### config.mk
export PLATFORM = sky130hd
export DESIGN_NAME = snd_front
export DESIGN_NICKNAME = d
export VERILOG_FILES = /design/src/design/snd_pkg.sv /design/src/design/snd_front.sv
export SDC_FILE = /design/constraint.sdc
export NUM_CORES = 1
export LEC_CHECK = 0
export ABC_CLOCK_PERIOD_IN_PS = 4990
export CORE_ASPECT_RATIO = 2
export CORE_MARGIN = 5
export CORE_UTILIZATION = 55
export CTS_CLUSTER_SIZE = 20
export DETAILED_ROUTE_END_ITERATION = 6
export DONT_BUFFER_PORTS = 1
export PLACE_DENSITY_LB_ADDON = 0.15
export SLEW_MARGIN = 20
export SYNTH_ARGS = -nofsm -noshare
export SYNTH_HDL_FRONTEND = slang
export SYNTH_SLANG_ARGS = --single-unit
export TNS_END_PERCENT = 10
### constraint.sdc
create_clock -name aclk -period 4.99 [get_ports aclk]
set_input_delay 0.2495 -clock aclk [delete_from_list [all_inputs] [get_ports aclk]]
set_output_delay 0.2495 -clock aclk [all_outputs]
set_load 0.01 [all_outputs]
### src/design/snd_pkg.sv
package snd_pkg;

    localparam int NONCE_W = 64;
    localparam int MSG_WORDS = 5;
    localparam int DIGITS_MAX = 20;
    localparam int CFG_IDX_W = 3;
    localparam int CFG_DATA_W = 64;

    localparam logic [CFG_IDX_W-1:0] REG_MESSAGE_LENGTH = 3'd0;
    localparam logic [CFG_IDX_W-1:0] REG_MESSAGE_WORD_0 = 3'd1;
    localparam logic [CFG_IDX_W-1:0] REG_MESSAGE_WORD_4 = 3'd5;
    localparam logic [CFG_IDX_W-1:0] REG_DIFFICULTY = 3'd6;

    localparam logic [7:0] DIGIT_ZERO = 8'h30;

    typedef logic [31:0] word_t;

    // Decimal text of one nonce, most significant digit in digit_text[0].
    typedef struct packed {
        logic [NONCE_W-1:0] nonce;
        logic [4:0] ndigits;
        logic [DIGITS_MAX-1:0][7:0] digit_text;
    } job_t;

    typedef enum logic [1:0] {
        FR_IDLE,
        FR_CONV,
        FR_PUSH
    } front_state_t;

    typedef enum logic [2:0] {
        BK_IDLE,
        BK_LOAD,
        BK_ROUND,
        BK_ADD,
        BK_COUNT,
        BK_DONE
    } back_state_t;

    function automatic word_t round_k(input logic [5:0] i);
        word_t k;
        case (i)
            6'd0: k = 32'h428a2f98; 6'd1: k = 32'h71374491; 6'd2: k = 32'hb5c0fbcf;
            6'd3: k = 32'he9b5dba5; 6'd4: k = 32'h3956c25b; 6'd5: k = 32'h59f111f1;
            6'd6: k = 32'h923f82a4; 6'd7: k = 32'hab1c5ed5; 6'd8: k = 32'hd807aa98;
            6'd9: k = 32'h12835b01; 6'd10: k = 32'h243185be; 6'd11: k = 32'h550c7dc3;
            6'd12: k = 32'h72be5d74; 6'd13: k = 32'h80deb1fe; 6'd14: k = 32'h9bdc06a7;
            6'd15: k = 32'hc19bf174; 6'd16: k = 32'he49b69c1; 6'd17: k = 32'hefbe4786;
            6'd18: k = 32'h0fc19dc6; 6'd19: k = 32'h240ca1cc; 6'd20: k = 32'h2de92c6f;
            6'd21: k = 32'h4a7484aa; 6'd22: k = 32'h5cb0a9dc; 6'd23: k = 32'h76f988da;
            6'd24: k = 32'h983e5152; 6'd25: k = 32'ha831c66d; 6'd26: k = 32'hb00327c8;
            6'd27: k = 32'hbf597fc7; 6'd28: k = 32'hc6e00bf3; 6'd29: k = 32'hd5a79147;
            6'd30: k = 32'h06ca6351; 6'd31: k = 32'h14292967; 6'd32: k = 32'h27b70a85;
            6'd33: k = 32'h2e1b2138; 6'd34: k = 32'h4d2c6dfc; 6'd35: k = 32'h53380d13;
            6'd36: k = 32'h650a7354; 6'd37: k = 32'h766a0abb; 6'd38: k = 32'h81c2c92e;
            6'd39: k = 32'h92722c85; 6'd40: k = 32'ha2bfe8a1; 6'd41: k = 32'ha81a664b;
            6'd42: k = 32'hc24b8b70; 6'd43: k = 32'hc76c51a3; 6'd44: k = 32'hd192e819;
            6'd45: k = 32'hd6990624; 6'd46: k = 32'hf40e3585; 6'd47: k = 32'h106aa070;
            6'd48: k = 32'h19a4c116; 6'd49: k = 32'h1e376c08; 6'd50: k = 32'h2748774c;
            6'd51: k = 32'h34b0bcb5; 6'd52: k = 32'h391c0cb3; 6'd53: k = 32'h4ed8aa4a;
            6'd54: k = 32'h5b9cca4f; 6'd55: k = 32'h682e6ff3; 6'd56: k = 32'h748f82ee;
            6'd57: k = 32'h78a5636f; 6'd58: k = 32'h84c87814; 6'd59: k = 32'h8cc70208;
            6'd60: k = 32'h90befffa; 6'd61: k = 32'ha4506ceb; 6'd62: k = 32'hbef9a3f7;
            default: k = 32'hc67178f2;
        endcase
        return k;
    endfunction

    function automatic word_t init_h(input logic [2:0] i);
        word_t h;
        case (i)
            3'd0: h = 32'h6a09e667; 3'd1: h = 32'hbb67ae85;
            3'd2: h = 32'h3c6ef372; 3'd3: h = 32'ha54ff53a;
            3'd4: h = 32'h510e527f; 3'd5: h = 32'h9b05688c;
            3'd6: h = 32'h1f83d9ab;
            default: h = 32'h5be0cd19;
        endcase
        return h;
    endfunction

    function automatic word_t rotr(input word_t x, input int n);
        return (x >> n) | (x << (32 - n));
    endfunction

endpackage

### src/design/snd_front.sv
// Front end: accepts a nonce and converts it to decimal text by shift-and-add-3,
// one nonce bit a cycle.
module snd_front (
    input  logic            aclk,
    input  logic            aresetn,
    input  logic            s_valid,
    output logic            s_ready,
    input  logic [63:0]     s_nonce,
    output logic            job_valid,
    input  logic            job_ready,
    output snd_pkg::job_t   job
);
    import snd_pkg::*;

    front_state_t state_reg, state_next;
    logic [NONCE_W-1:0] shift_reg, shift_next;
    logic [NONCE_W-1:0] nonce_reg, nonce_next;
    logic [DIGITS_MAX-1:0][3:0] bcd_reg, bcd_next;
    logic [5:0] bit_reg, bit_next;
    logic [DIGITS_MAX-1:0][3:0] bcd_adj;
    logic [4:0] nd;

    always_ff @(posedge aclk) begin
        if (!aresetn) begin
            state_reg <= FR_IDLE;
        end else begin
            state_reg <= state_next;
        end
        shift_reg <= shift_next;
        nonce_reg <= nonce_next;
        bcd_reg <= bcd_next;
        bit_reg <= bit_next;
    end

    // Any decimal digit of five or more is bumped by three before the shift, so that
    // it carries correctly into the next digit.
    always_comb begin
        for (int i = 0; i < DIGITS_MAX; i++) begin
            if (bcd_reg[i] >= 4'd5) begin
                bcd_adj[i] = bcd_reg[i] + 4'd3;
            end else begin
                bcd_adj[i] = bcd_reg[i];
            end
        end
    end

    always_comb begin
        state_next = state_reg;
        shift_next = shift_reg;
        nonce_next = nonce_reg;
        bcd_next = bcd_reg;
        bit_next = bit_reg;
        s_ready = 1'b0;
        job_valid = 1'b0;
        case (state_reg)
            FR_IDLE: begin
                s_ready = 1'b1;
                if (s_valid) begin
                    shift_next = s_nonce;
                    nonce_next = s_nonce;
                    bcd_next = '0;
                    bit_next = 6'd0;
                    state_next = FR_CONV;
                end
            end
            FR_CONV: begin
                bcd_next = {bcd_adj[DIGITS_MAX-1][2:0], bcd_adj[DIGITS_MAX-2:0],
                            shift_reg[NONCE_W-1]};
                shift_next = {shift_reg[NONCE_W-2:0], 1'b0};
                bit_next = bit_reg + 6'd1;
                if (bit_reg == 6'd63) begin
                    state_next = FR_PUSH;
                end
            end
            FR_PUSH: begin
                job_valid = 1'b1;
                if (job_ready) begin
                    state_next = FR_IDLE;
                end
            end
            default: state_next = FR_IDLE;
        endcase
    end

    // Digit count ignores leading zeros but always keeps the units digit.
    always_comb begin
        nd = 5'd1;
        for (int i = 1; i < DIGITS_MAX; i++) begin
            if (bcd_reg[i] != 4'd0) nd = 5'(i + 1);
        end
    end

    always_comb begin
        job.nonce = nonce_reg;
        job.ndigits = nd;
        for (int i = 0; i < DIGITS_MAX; i++) begin
            if (i < 32'(nd)) begin
                job.digit_text[i] = DIGIT_ZERO | {4'd0, bcd_reg[5'(32'(nd) - 1 - i)]};
            end else begin
                job.digit_text[i] = 8'd0;
            end
        end
    end

endmodule

==> metrics <==
die height 250.7 um; Period minus WS final 4.936 ns; CTS max path bufs 3; type of the worst min-delay path in2reg; Mapped Cells 1617; final estimated routing congestion in global placement 1.035; total CTS buffers 18; share of cells above drive strength 1 18.42%; static leakage 8.008 nW; crit path kind reg2out; yosys warns 0; global routing's busiest layer met2; Worst Tran Pin Value 1.037 ns; Reg-to-Reg End bcd_reg[22]$_SDFFCE_PN0P_; main flop type after synthesis edfxtp_1; Initial Util 55.45%; R2R depth 3; initial drt markers 718; PwrDens 575.9 mW/mm^2; die width 130.4 um; GRT Overall Usage 30.68%; final setup fails 0; number of remaining DRC errors 0; CP Capture Point job[147]; final period utilization 98.92%; Peak VDD IR 0.3275 mV; critical path launch point type flip-flop; Rows 88; pin count of the biggest net entering global routing 97; hold slack 0.3989 ns; DR pass1 iterations 6; multi-input logic area 0.008966 mm^2; DR vias/cell 5.972; Synth cell types 81; # placed instances 2011; Post-synth EDFFs 214; first-pass GRT wire length 75.69 mm; Post-layout nets 1901; Worst-path clk slew 0.08 ns; non-filler cells, final 2141; root buf cell clkbuf_16; f_max 202.6 MHz; status complete, no violations; critical path endpoint category output pin; H-tree depth 1; Die ar. 0.03268 mm^2; max reg flops 80; Data required, critical path 4.74 ns; final setup TNS 0 ns; average cell area after synthesis 9.854 um^2; worst relative slew slack 30.86%; area added between synthesis and finish 17.63%; Port Buf Inserts 0; setup slack, reg-to-reg 2.40 ns; Routed WL per cell 23.83 um; core area 0.02874 mm^2; max_cap viols 0; reg2reg start state_reg[1]$_SDFFE_PN0P_; WL final 51.02 mm; Clock Sinks 216; routing usage on met3 8.088%; Yosys reg bits 216; Critical Path Fanout Max 20; DP Wirelength 38.06 mm; Netlist Area Pre-Place 0.01593 mm^2; met1 Usage GRT 28.64%; CTS tree done; initial antenna violation count 0; register area 0.006466 mm^2; vias in the first global route 12950; post-synthesis sequential area ratio 40.58%; DR vias 12790; Worst Path Arrival 4.69 ns; RSZ-0062 raised after global routing true; Worst-Skew Late Latency 0.50 ns; Crit. Startpoint bcd_reg[48]$_SDFFCE_PN0P_; Post-synth ARST share 0%; ANT cells 0; Worst Skew 0.02350 ns; # fillers 2323; GR Util met2 53.66%; Top Ports 299; Slew Limit Fails 0; final antenna-violating net count 0; Fin. Hold Viols 0; grt total ovfl 0
power by group:
group          switching, W  internal, W
Sequential         0.000282      0.00238
Combinational       0.00394      0.00275
Clock              0.000668     0.000777
Total               0.00489      0.00590
kinds of logic (layout without fill, tap and decap cells):
kind of cell / after synthesis / in the layout / share of synthesized area, %
flops: 216 / 216 / 40.58
fa+ha+maj: 63 / 63 / 4.947
compound gates: 235 / 235 / 9.423
other cells: 2 / 42 / 0.04713
xor+xnor: 69 / 70 / 4.664
simple gates: 591 / 591 / 16.83
buf+inv: 201 / 324 / 6.934
mux: 240 / 240 / 16.58
synthesized netlist by cell type (5+ instances only):
cell type	count	area [um^2]
mux2_2	7	78.83
mux2i_1	211	2112
and2_1	16	100.1
nor3_1	28	140.1
a32o_1	5	50.05
or3b_1	7	61.31
a2bb2oi_1	6	52.55
clkbuf_1	37	138.9
buf_6	8	90.09
nor2b_1	6	37.54
and3_1	8	50.05
nor2_1	135	506.7
edfxtp_1	214	6426
inv_1	59	221.5
mux4_2	18	405.4
xnor2_1	33	289.0
ha_1	63	788.3
o21ai_1	9	45.04
xnor2_4	5	137.6
nand3_1	9	45.04
buf_1	9	33.78
inv_2	7	26.28
a21oi_1	83	415.4
or3_1	8	50.05
buf_2	12	60.06
xor2_1	25	219.0
buf_4	67	503.0
o22ai_1	27	168.9
nand2_1	305	1145
nand2b_1	26	162.7
a22o_1	16	140.1
a31oi_1	7	43.79
o21ai_0	40	200.2
nor3b_1	18	135.1
stage by stage:
stage	power, W	cell area [um^2]	utilization (%)	setup WS, ns
final	0.01079	18740	65.22	0.05407
after global routing	0.01134	18740	65.22	-0.06225
after CTS	0.01038	18340	63.81	0.003037
after detailed placement	0.008721	16830	58.55	-0.002232
after global placement	0.008658	16830	58.55	0.05717
after floorplan	0.006669	16150	-	0.0008864
worst max-delay path: stages (launching register included):
cell and delay (ns):
edfxtp_1 0.47, inv_1 0.14, ha_1 0.22, nor3b_1 0.21, buf_4 0.16, o2111ai_1 0.16
a31o_1 0.25, o21ai_2 0.19, buf_4 0.18, a41oi_2 0.15, o21bai_2 0.26, buf_12 0.18
inv_8 0.13, buf_4 0.28, xnor2_1 0.21, buf_4 0.32, mux2i_2 0.38, a32o_1 0.27
final cells by class:
class                      instances  area share (%)
multi-input combinational       1241           47.84
inverter                          67           1.409
clock inverter                    10          0.5541
tap                              360           2.403
timing repair buffer             226           10.67
sequential                       216           34.50
clock buffer                      21           2.630
cell usage in the layout, fill, tap and decap left out, types with 7 or more instances in the layout:
| master | Yosys | final |
|---|---|---|
| o22ai_1 | 27 | 21 |
| nand2b_1 | 26 | 25 |
| conb_1 | 2 | 42 |
| nor3b_2 | 3 | 11 |
| xnor2_1 | 33 | 30 |
| xnor2_4 | 5 | 9 |
| ha_2 | 0 | 7 |
| mux2i_2 | 0 | 11 |
| and3_1 | 8 | 7 |
| buf_4 | 67 | 146 |
| o21ai_0 | 40 | 36 |
| buf_12 | 1 | 8 |
| ha_1 | 63 | 55 |
| nor3_1 | 28 | 28 |
| nand3_1 | 9 | 9 |
| nand2_1 | 305 | 303 |
| mux4_2 | 18 | 18 |
| dlygate4sd3_1 | 0 | 67 |
| nor2_1 | 135 | 133 |
| a22o_1 | 16 | 16 |
| inv_1 | 59 | 52 |
| edfxtp_1 | 214 | 214 |
| o21ai_1 | 9 | 10 |
| nor3b_1 | 18 | 8 |
| mux2_2 | 7 | 8 |
| a21oi_1 | 83 | 82 |
| clkbuf_16 | 0 | 19 |
| or3_1 | 8 | 7 |
| mux2i_1 | 211 | 198 |
| xor2_1 | 25 | 24 |
| inv_2 | 7 | 12 |
| and2_1 | 16 | 16 |
per-layer routing:
layer / routed length (um) / part of all wire [%]
met5: 0 / 0
met4: 5428 / 11
met3: 3311 / 6.5
met2: 26340 / 52
met1: 15940 / 31
how the worst min path moves through the flow:
stage / slack [ns] / cells past startpoint / to / startpoint
after floorplan: 0.35 / 0 / nonce_reg[0]$_DFFE_PP_ / s_nonce[0]
after global placement: 0.35 / 0 / nonce_reg[12]$_DFFE_PP_ / s_nonce[12]
after detailed placement: 0.35 / 0 / nonce_reg[12]$_DFFE_PP_ / s_nonce[12]
after CTS: 0.37 / 1 / nonce_reg[26]$_DFFE_PP_ / s_nonce[26]
after global routing: 0.39 / 1 / nonce_reg[26]$_DFFE_PP_ / s_nonce[26]
final: 0.40 / 1 / nonce_reg[26]$_DFFE_PP_ / s_nonce[26]
repair_timing:
item | CTS | global route
buffers inserted | 11 | 20
cloned | 0 | 1
resized for setup | 32 | 53
pin swaps | 10 | 8
endpoints found under the setup margin | 75 | 74
hold buffers | 67 | 0
endpoints found under the hold margin | 130 | 0
No activity file was read; power rests on OpenSTA's default activity.
