## src/design/snd_pkg.sv

```systemverilog
package snd_pkg;

    localparam int NONCE_W = 64;
    localparam int MSG_WORDS = 5;
    localparam int DIGITS_MAX = 20;
    localparam int CFG_IDX_W = 3;
    localparam int CFG_DATA_W = 64;

    localparam logic [CFG_IDX_W-1:0] REG_MESSAGE_LENGTH = 3'd0;
    localparam logic [CFG_IDX_W-1:0] REG_MESSAGE_WORD_0 = 3'd1;
    localparam logic [CFG_IDX_W-1:0] REG_MESSAGE_WORD_4 = 3'd5;
    localparam logic [CFG_IDX_W-1:0] REG_DIFFICULTY = 3'd6;

    localparam logic [7:0] DIGIT_ZERO = 8'h30;

    typedef logic [31:0] word_t;

    // Decimal text of one nonce, most significant digit in digit_text[0].
    typedef struct packed {
        logic [NONCE_W-1:0] nonce;
        logic [4:0] ndigits;
        logic [DIGITS_MAX-1:0][7:0] digit_text;
    } job_t;

    typedef enum logic [1:0] {
        FR_IDLE,
        FR_CONV,
        FR_PUSH
    } front_state_t;

    typedef enum logic [2:0] {
        BK_IDLE,
        BK_LOAD,
        BK_ROUND,
        BK_ADD,
        BK_COUNT,
        BK_DONE
    } back_state_t;

    function automatic word_t round_k(input logic [5:0] i);
        word_t k;
        case (i)
            6'd0: k = 32'h428a2f98; 6'd1: k = 32'h71374491; 6'd2: k = 32'hb5c0fbcf;
            6'd3: k = 32'he9b5dba5; 6'd4: k = 32'h3956c25b; 6'd5: k = 32'h59f111f1;
            6'd6: k = 32'h923f82a4; 6'd7: k = 32'hab1c5ed5; 6'd8: k = 32'hd807aa98;
            6'd9: k = 32'h12835b01; 6'd10: k = 32'h243185be; 6'd11: k = 32'h550c7dc3;
            6'd12: k = 32'h72be5d74; 6'd13: k = 32'h80deb1fe; 6'd14: k = 32'h9bdc06a7;
            6'd15: k = 32'hc19bf174; 6'd16: k = 32'he49b69c1; 6'd17: k = 32'hefbe4786;
            6'd18: k = 32'h0fc19dc6; 6'd19: k = 32'h240ca1cc; 6'd20: k = 32'h2de92c6f;
            6'd21: k = 32'h4a7484aa; 6'd22: k = 32'h5cb0a9dc; 6'd23: k = 32'h76f988da;
            6'd24: k = 32'h983e5152; 6'd25: k = 32'ha831c66d; 6'd26: k = 32'hb00327c8;
            6'd27: k = 32'hbf597fc7; 6'd28: k = 32'hc6e00bf3; 6'd29: k = 32'hd5a79147;
            6'd30: k = 32'h06ca6351; 6'd31: k = 32'h14292967; 6'd32: k = 32'h27b70a85;
            6'd33: k = 32'h2e1b2138; 6'd34: k = 32'h4d2c6dfc; 6'd35: k = 32'h53380d13;
            6'd36: k = 32'h650a7354; 6'd37: k = 32'h766a0abb; 6'd38: k = 32'h81c2c92e;
            6'd39: k = 32'h92722c85; 6'd40: k = 32'ha2bfe8a1; 6'd41: k = 32'ha81a664b;
            6'd42: k = 32'hc24b8b70; 6'd43: k = 32'hc76c51a3; 6'd44: k = 32'hd192e819;
            6'd45: k = 32'hd6990624; 6'd46: k = 32'hf40e3585; 6'd47: k = 32'h106aa070;
            6'd48: k = 32'h19a4c116; 6'd49: k = 32'h1e376c08; 6'd50: k = 32'h2748774c;
            6'd51: k = 32'h34b0bcb5; 6'd52: k = 32'h391c0cb3; 6'd53: k = 32'h4ed8aa4a;
            6'd54: k = 32'h5b9cca4f; 6'd55: k = 32'h682e6ff3; 6'd56: k = 32'h748f82ee;
            6'd57: k = 32'h78a5636f; 6'd58: k = 32'h84c87814; 6'd59: k = 32'h8cc70208;
            6'd60: k = 32'h90befffa; 6'd61: k = 32'ha4506ceb; 6'd62: k = 32'hbef9a3f7;
            default: k = 32'hc67178f2;
        endcase
        return k;
    endfunction

    function automatic word_t init_h(input logic [2:0] i);
        word_t h;
        case (i)
            3'd0: h = 32'h6a09e667; 3'd1: h = 32'hbb67ae85;
            3'd2: h = 32'h3c6ef372; 3'd3: h = 32'ha54ff53a;
            3'd4: h = 32'h510e527f; 3'd5: h = 32'h9b05688c;
            3'd6: h = 32'h1f83d9ab;
            default: h = 32'h5be0cd19;
        endcase
        return h;
    endfunction

    function automatic word_t rotr(input word_t x, input int n);
        return (x >> n) | (x << (32 - n));
    endfunction

endpackage

```

## src/design/snd_back.sv

```systemverilog
// Back end: builds the padded blocks, runs one SHA-256 round a cycle and
// counts leading zero nibbles one a cycle.
module snd_back #(
    parameter int MESSAGE_MAX_BYTES = 40
) (
    input  logic            aclk,
    input  logic            aresetn,
    input  logic            job_valid,
    output logic            job_ready,
    input  snd_pkg::job_t   job,
    input  logic [5:0]      message_length,
    input  logic [snd_pkg::MSG_WORDS-1:0][63:0] message_words,
    input  logic [6:0]      difficulty,
    output logic            m_valid,
    input  logic            m_ready,
    output logic            m_found,
    output logic [63:0]     m_nonce_echo,
    output logic [63:0]     m_digest_high,
    output logic [6:0]      m_zero_nibbles
);
    import snd_pkg::*;

    back_state_t state_reg, state_next;
    job_t job_reg, job_next;
    logic [6:0] len_reg, len_next;
    logic blk_reg, blk_next, two_reg, two_next;
    logic [5:0] rnd_reg, rnd_next;
    word_t w_reg [16];
    word_t w_next [16];
    word_t a_reg[8];
    word_t a_next[8];
    word_t h_reg[8];
    word_t h_next[8];
    logic [6:0] zc_reg, zc_next;
    logic [7:0] buf_bytes [128];
    logic [6:0] total;
    logic [63:0] bitlen;
    logic [6:0] eff_len;
    word_t s1, ch, t1, s0, mj, ws0, ws1, wnew;
    logic out_v_reg, out_v_next;
    logic [3:0] nib;

    assign eff_len = (message_length > 6'(MESSAGE_MAX_BYTES)) ?
                     7'(MESSAGE_MAX_BYTES) : {1'b0, message_length};
    assign total = len_reg + {2'd0, job_reg.ndigits};
    assign bitlen = {54'd0, total, 3'd0};

    // Message assembly: each byte picks its source independently.
    always_comb begin
        for (int i = 0; i < 128; i++) begin
            buf_bytes[i] = 8'd0;
            if (i < 32'(len_reg)) begin
                if (i < 40) buf_bytes[i] = message_words[i/8][8*(7-(i%8)) +: 8];
            end else if (i < 32'(total)) begin
                buf_bytes[i] = job_reg.digit_text[5'(i - 32'(len_reg))];
            end else if (i == 32'(total)) begin
                buf_bytes[i] = 8'h80;
            end
            if (two_reg && i >= 120) buf_bytes[i] = bitlen[8*(127-i) +: 8];
            if (!two_reg && i >= 56 && i < 64) buf_bytes[i] = bitlen[8*(63-i) +: 8];
        end
    end

    assign s1 = rotr(a_reg[4], 6) ^ rotr(a_reg[4], 11) ^ rotr(a_reg[4], 25);
    assign ch = (a_reg[4] & a_reg[5]) ^ (~a_reg[4] & a_reg[6]);
    assign t1 = a_reg[7] + s1 + ch + round_k(rnd_reg) + w_reg[0];
    assign s0 = rotr(a_reg[0], 2) ^ rotr(a_reg[0], 13) ^ rotr(a_reg[0], 22);
    assign mj = (a_reg[0] & a_reg[1]) ^ (a_reg[0] & a_reg[2]) ^ (a_reg[1] & a_reg[2]);
    assign ws0 = rotr(w_reg[1], 7) ^ rotr(w_reg[1], 18) ^ (w_reg[1] >> 3);
    assign ws1 = rotr(w_reg[14], 17) ^ rotr(w_reg[14], 19) ^ (w_reg[14] >> 10);
    assign wnew = w_reg[0] + ws0 + w_reg[9] + ws1;
    assign nib = h_reg[zc_reg[5:3]][4*(7-zc_reg[2:0]) +: 4];

    always_ff @(posedge aclk) begin
        if (!aresetn) begin
            state_reg <= BK_IDLE;
            out_v_reg <= 1'b0;
        end else begin
            state_reg <= state_next;
            out_v_reg <= out_v_next;
        end
        job_reg <= job_next;
        len_reg <= len_next;
        blk_reg <= blk_next;
        two_reg <= two_next;
        rnd_reg <= rnd_next;
        w_reg <= w_next;
        a_reg <= a_next;
        h_reg <= h_next;
        zc_reg <= zc_next;
    end

    always_comb begin
        state_next = state_reg;
        job_next = job_reg;
        len_next = len_reg;
        blk_next = blk_reg;
        two_next = two_reg;
        rnd_next = rnd_reg;
        w_next = w_reg;
        a_next = a_reg;
        h_next = h_reg;
        zc_next = zc_reg;
        out_v_next = out_v_reg;
        job_ready = 1'b0;
        case (state_reg)
            BK_IDLE: begin
                job_ready = 1'b1;
                if (job_valid) begin
                    job_next = job;
                    len_next = eff_len;
                    two_next = (eff_len + {2'd0, job.ndigits} + 7'd9) > 7'd64;
                    blk_next = 1'b0;
                    for (int i = 0; i < 8; i++) h_next[i] = init_h(3'(i));
                    state_next = BK_LOAD;
                end
            end
            BK_LOAD: begin
                for (int i = 0; i < 16; i++) begin
                    w_next[i] = {buf_bytes[64*blk_reg + 4*i], buf_bytes[64*blk_reg + 4*i + 1],
                                 buf_bytes[64*blk_reg + 4*i + 2],
                                 buf_bytes[64*blk_reg + 4*i + 3]};
                end
                a_next = h_reg;
                rnd_next = 6'd0;
                state_next = BK_ROUND;
            end
            BK_ROUND: begin
                a_next[7] = a_reg[6]; a_next[6] = a_reg[5]; a_next[5] = a_reg[4];
                a_next[4] = a_reg[3] + t1;
                a_next[3] = a_reg[2]; a_next[2] = a_reg[1]; a_next[1] = a_reg[0];
                a_next[0] = t1 + s0 + mj;
                for (int i = 0; i < 15; i++) w_next[i] = w_reg[i+1];
                w_next[15] = wnew;
                rnd_next = rnd_reg + 6'd1;
                if (rnd_reg == 6'd63) state_next = BK_ADD;
            end
            BK_ADD: begin
                for (int i = 0; i < 8; i++) h_next[i] = h_reg[i] + a_reg[i];
                if (two_reg && !blk_reg) begin
                    blk_next = 1'b1;
                    state_next = BK_LOAD;
                end else begin
                    zc_next = 7'd0;
                    state_next = BK_COUNT;
                end
            end
            BK_COUNT: begin
                if (zc_reg == 7'd64 || nib != 4'd0) begin
                    out_v_next = 1'b1;
                    state_next = BK_DONE;
                end else begin
                    zc_next = zc_reg + 7'd1;
                end
            end
            BK_DONE: begin
                if (m_ready) begin
                    out_v_next = 1'b0;
                    state_next = BK_IDLE;
                end
            end
            default: state_next = BK_IDLE;
        endcase
    end

    assign m_valid = out_v_reg;
    assign m_found = zc_reg >= difficulty;
    assign m_nonce_echo = job_reg.nonce;
    assign m_digest_high = {h_reg[0], h_reg[1]};
    assign m_zero_nibbles = zc_reg;

endmodule

```

## config.mk

```make
export PLATFORM = sky130hd
export DESIGN_NAME = snd_back
export DESIGN_NICKNAME = d
export VERILOG_FILES = /design/src/design/snd_pkg.sv /design/src/design/snd_back.sv
export SDC_FILE = /design/constraint.sdc
export NUM_CORES = 2
export LEC_CHECK = 0
export ABC_CLOCK_PERIOD_IN_PS = 28800
export BUFFER_PORTS_ARGS = -buffer_cell sky130_fd_sc_hd__clkbuf_2
export CAP_MARGIN = 20
export CORE_UTILIZATION = 60
export DETAILED_ROUTE_END_ITERATION = 8
export GPL_TIMING_DRIVEN = 0
export MAX_ROUTING_LAYER = met4
export PLACE_DENSITY = 0.79
export SLEW_MARGIN = 20
export SYNTH_ARGS = -nofsm -noshare
export SYNTH_HDL_FRONTEND = slang
export SYNTH_SLANG_ARGS = --single-unit
```

## constraint.sdc

```tcl
create_clock -name aclk -period 28.8 [get_ports aclk]
set_clock_uncertainty 0.05 [all_clocks]
set_input_delay 2.88 -clock aclk [delete_from_list [all_inputs] [get_ports aclk]]
set_output_delay 2.88 -clock aclk [all_outputs]
set_load 0.03 [all_outputs]
```

==> flow_results.xml <==
<?xml version="1.0" encoding="UTF-8"?>
<metrics>
  <group name="yosys">
    <metric name="yosysWarningCount" unit="">0</metric>
    <metric name="synth_top_cell_by_area" unit="">sky130_fd_sc_hd__edfxtp_1</metric>
    <metric name="synth_area" unit="µm²">96610</metric>
    <metric name="ys_seq_area_frac" unit="">0.4035</metric>
    <metric name="top_ff_cell_synth" unit="">sky130_fd_sc_hd__edfxtp_1</metric>
    <metric name="synthArstFlopShare" unit="">0</metric>
    <metric name="postSynthRegisterBits" unit="">1310</metric>
    <metric name="post_synth_inst_count" unit="">9969</metric>
    <metric name="synth.top_cell.area_share" unit="">0.3960</metric>
    <metric name="synth_edf_count" unit="">1274</metric>
    <metric name="ys_top_cells_by_area" unit="">sky130_fd_sc_hd__edfxtp_1 (40%), sky130_fd_sc_hd__nand2_1 (6.2%), sky130_fd_sc_hd__ha_1 (5.5%)</metric>
    <metric name="postSynthNetCount" unit="">11157</metric>
    <metric name="syn_area_per_cell" unit="µm²">9.691</metric>
    <metric name="distinct_cells_synth" unit="">104</metric>
  </group>
  <group name="sta">
    <metric name="report.final.setup_viol" unit="">0</metric>
    <metric name="timing.final.crit_share" unit="">0.3588</metric>
    <metric name="setup_tns_final" unit="ps">0</metric>
    <metric name="clock.fmax" unit="MHz">96.76</metric>
    <metric name="drv_slew" unit="">0</metric>
    <metric name="worst_hold_slack" unit="ps">471.4</metric>
    <metric name="grt_setup_unrepaired" unit="">no</metric>
    <metric name="timing_worst_slew_pin_value" unit="ps">1482</metric>
    <metric name="finalHoldViolCount" unit="">0</metric>
    <metric name="max_slew_margin" unit="">0.01206</metric>
    <metric name="fin_crit_period" unit="ps">10330</metric>
  </group>
  <group name="clock_tree">
    <metric name="ctsRootBufferMaster" unit="">sky130_fd_sc_hd__clkbuf_16</metric>
    <metric name="cts_post_setup_buffers_inserted" unit="">0</metric>
    <metric name="clock_tree.buffer_depth" unit="">3</metric>
    <metric name="worst_setup_hold_path_clk_slew" unit="ps">70</metric>
    <metric name="cts_repair_resize_count" unit="">0</metric>
    <metric name="cts.sink_count" unit="">1310</metric>
    <metric name="postCtsHoldBufs" unit="">0</metric>
    <metric name="numCtsBuffers" unit="">145</metric>
    <metric name="tritoncts_clock_tree" unit="">built</metric>
    <metric name="insertion_delay" unit="ps">870</metric>
    <metric name="ctsHtreeMaxLevel" unit="">4</metric>
  </group>
  <group name="die">
    <metric name="initial_utilization" unit="">0.6072</metric>
    <metric name="placementRows" unit="">146</metric>
    <metric name="die_y" unit="µm">403.3</metric>
    <metric name="design.portCount" unit="">704</metric>
    <metric name="die_w" unit="µm">403.3</metric>
    <metric name="placeable_area" unit="µm²">159100</metric>
    <metric name="design.die.area" unit="µm²">162600</metric>
  </group>
  <group name="worst_setup_path">
    <metric name="worstPathBufferInverterCount" unit="">2</metric>
    <metric name="timing.critical_path.to_type" unit="">flip-flop</metric>
    <metric name="critical_path.max_fanout" unit="">7</metric>
    <metric name="cpLargestDelayFamily" unit="">compound AO/OA/AOI/OAI gates</metric>
    <metric name="reg2reg_end" unit="">a_reg[125]</metric>
    <metric name="r2r_start" unit="">a_reg[108]</metric>
    <metric name="ff2ff_path_depth" unit="">29</metric>
    <metric name="worst-endpoint-arrival" unit="ps">10850</metric>
    <metric name="required" unit="ps">29320</metric>
    <metric name="r2r_setup_slack" unit="ps">18470</metric>
    <metric name="path_class" unit="">flip-flop to flip-flop</metric>
    <metric name="cp_slowest_stage_delay" unit="ps">850</metric>
    <metric name="cp-start-kind" unit="">flip-flop</metric>
    <metric name="critical-path-slowest-cell" unit="">sky130_fd_sc_hd__xnor2_1</metric>
  </group>
  <group name="finish">
    <metric name="largest_register_ffs" unit="">512</metric>
    <metric name="final_cell_utilization_of_the_core" unit="">0.6822</metric>
    <metric name="layout.nets" unit="">12032</metric>
    <metric name="area_delta_synth_final" unit="%">12.35</metric>
    <metric name="drive_above_1_share" unit="">0.1481</metric>
    <metric name="layout_commonest_cell" unit="">sky130_fd_sc_hd__nand2_1</metric>
    <metric name="final_cell_area" unit="µm²">108500</metric>
    <metric name="most-common-layout-cells" unit="">sky130_fd_sc_hd__nand2_1 (1600), sky130_fd_sc_hd__edfxtp_1 (1274), sky130_fd_sc_hd__o21ai_0 (794)</metric>
  </group>
  <group name="route">
    <metric name="vias" unit="">98872</metric>
    <metric name="viasPerCell" unit="">7.491</metric>
    <metric name="ant_nets" unit="">0</metric>
    <metric name="drt_iter0_markers" unit="">20124</metric>
    <metric name="totalWireLength" unit="µm">503900</metric>
    <metric name="drtPass1Iterations" unit="">9</metric>
    <metric name="post_drt_wl_per_cell" unit="µm">38.18</metric>
    <metric name="drcViolationCount" unit="">252</metric>
  </group>
  <group name="global_route">
    <metric name="first_global_vias" unit="">92450</metric>
    <metric name="grt_use_total" unit="">0.6266</metric>
    <metric name="grt_max_degree" unit="">129</metric>
    <metric name="grt_antenna_before_repair" unit="">57</metric>
    <metric name="wire_length_of_the_first_global_routing_pass" unit="µm">693000</metric>
    <metric name="grt.overflow.total" unit="">0</metric>
  </group>
  <group name="worst_hold_path">
    <metric name="timing.hold.worst_path_depth" unit="">2</metric>
    <metric name="hold_path.startpoint" unit="">w_reg[77]</metric>
    <metric name="holdPathEnd" unit="">w_reg[109]</metric>
    <metric name="hp-class" unit="">flip-flop to flip-flop</metric>
  </group>
  <group name="placement">
    <metric name="gp_routability_congestion" unit="">1.263</metric>
    <metric name="port-buffer-count" unit="">703</metric>
    <metric name="post_detailed_placement_cell_area" unit="µm²">103400</metric>
    <metric name="detailed_place_hpwl" unit="µm">388200</metric>
  </group>
  <group name="run_status">
    <metric name="run_status" unit="">complete, but fails checks</metric>
    <metric name="violations" unit="">DRC</metric>
  </group>
  <group name="run">
    <metric name="max_cap_viol_count" unit="">0</metric>
  </group>
</metrics>
==> worst max path at each step <==
stage | start | end | slack, ps | depth (start not counted)
after floorplan | state_reg[1] | a_reg[0] | 11960 | 4
after global placement | state_reg[1] | w_reg[348] | 5100 | 4
after detailed placement | a_reg[108] | a_reg[255] | 19780 | 29
after CTS | a_reg[108] | a_reg[255] | 19610 | 29
after global routing | a_reg[108] | a_reg[125] | 18480 | 30
final | a_reg[108] | a_reg[125] | 18470 | 29
==> layer usage <==
metal	up-vias	track usage	part of all wire
met5	-	-	0
met4	0	0.6523	0.14
met3	3892	0.3277	0.17
met2	10807	0.8343	0.39
met1	45675	0.6341	0.29
li1	38498	-	-
==> layout make-up <==
cell class	count	area [µm²]
inverters	464	1757
plain buffers	662	3148
clock inverters	91	942.2
clock buffers	174	3790
fillers	11793	50570
repair buffers	728	4029
multi-input cells	7533	52980
flip-flops and latches	1310	38980
well taps	2146	2685
diodes	91	227.7
==> Yosys cell counts, drive strengths merged (43+ instances only) <==
| master | n |
|---|---|
| a211oi | 85 |
| a21o | 183 |
| a21oi | 682 |
| a22o | 76 |
| a22oi | 312 |
| a31oi | 97 |
| buf | 243 |
| clkbuf | 419 |
| edfxtp | 1274 |
| fa | 197 |
| ha | 425 |
| inv | 463 |
| mux2 | 107 |
| mux2i | 135 |
| mux4 | 196 |
| nand2 | 1601 |
| nand2b | 75 |
| nand3 | 164 |
| nor2 | 686 |
| nor2b | 58 |
| nor3 | 94 |
| nor4 | 85 |
| o211ai | 55 |
| o21a | 67 |
| o21ai | 816 |
| o221ai | 107 |
| o31ai | 43 |
| xnor2 | 370 |
| xor2 | 221 |
==> stage by stage <==
step | worst slack [ps] | cells
floorplan | 11960 | 9969
global placement | 5100 | 12818
detailed placement | 19780 | 12839
CTS | 19610 | 13104
global route | 18480 | 13172
finish | 18470 | 13199
==> worst register-to-register path, delay by kind of cell (launching register included) <==
kind | cells | cell delay, ps
xor+xnor | 4 | 1940
compound gates | 13 | 3540
flops | 1 | 380
buf+inv | 2 | 700
fa+ha+maj | 6 | 2800
simple gates | 4 | 620
==> cell families after synthesis <==
family,count (synthesis),share of synthesized area
simple gates,2987,0.1319
compound gates,2865,0.1896
flops,1310,0.4035
buf+inv,1126,0.04996
fa+ha+maj,652,0.09897
xor+xnor,591,0.05401
mux,438,0.07215
Power is left out: the tool's default activity adds up to more than one toggle a clock period on the data nets, which glitch-free logic cannot reach.
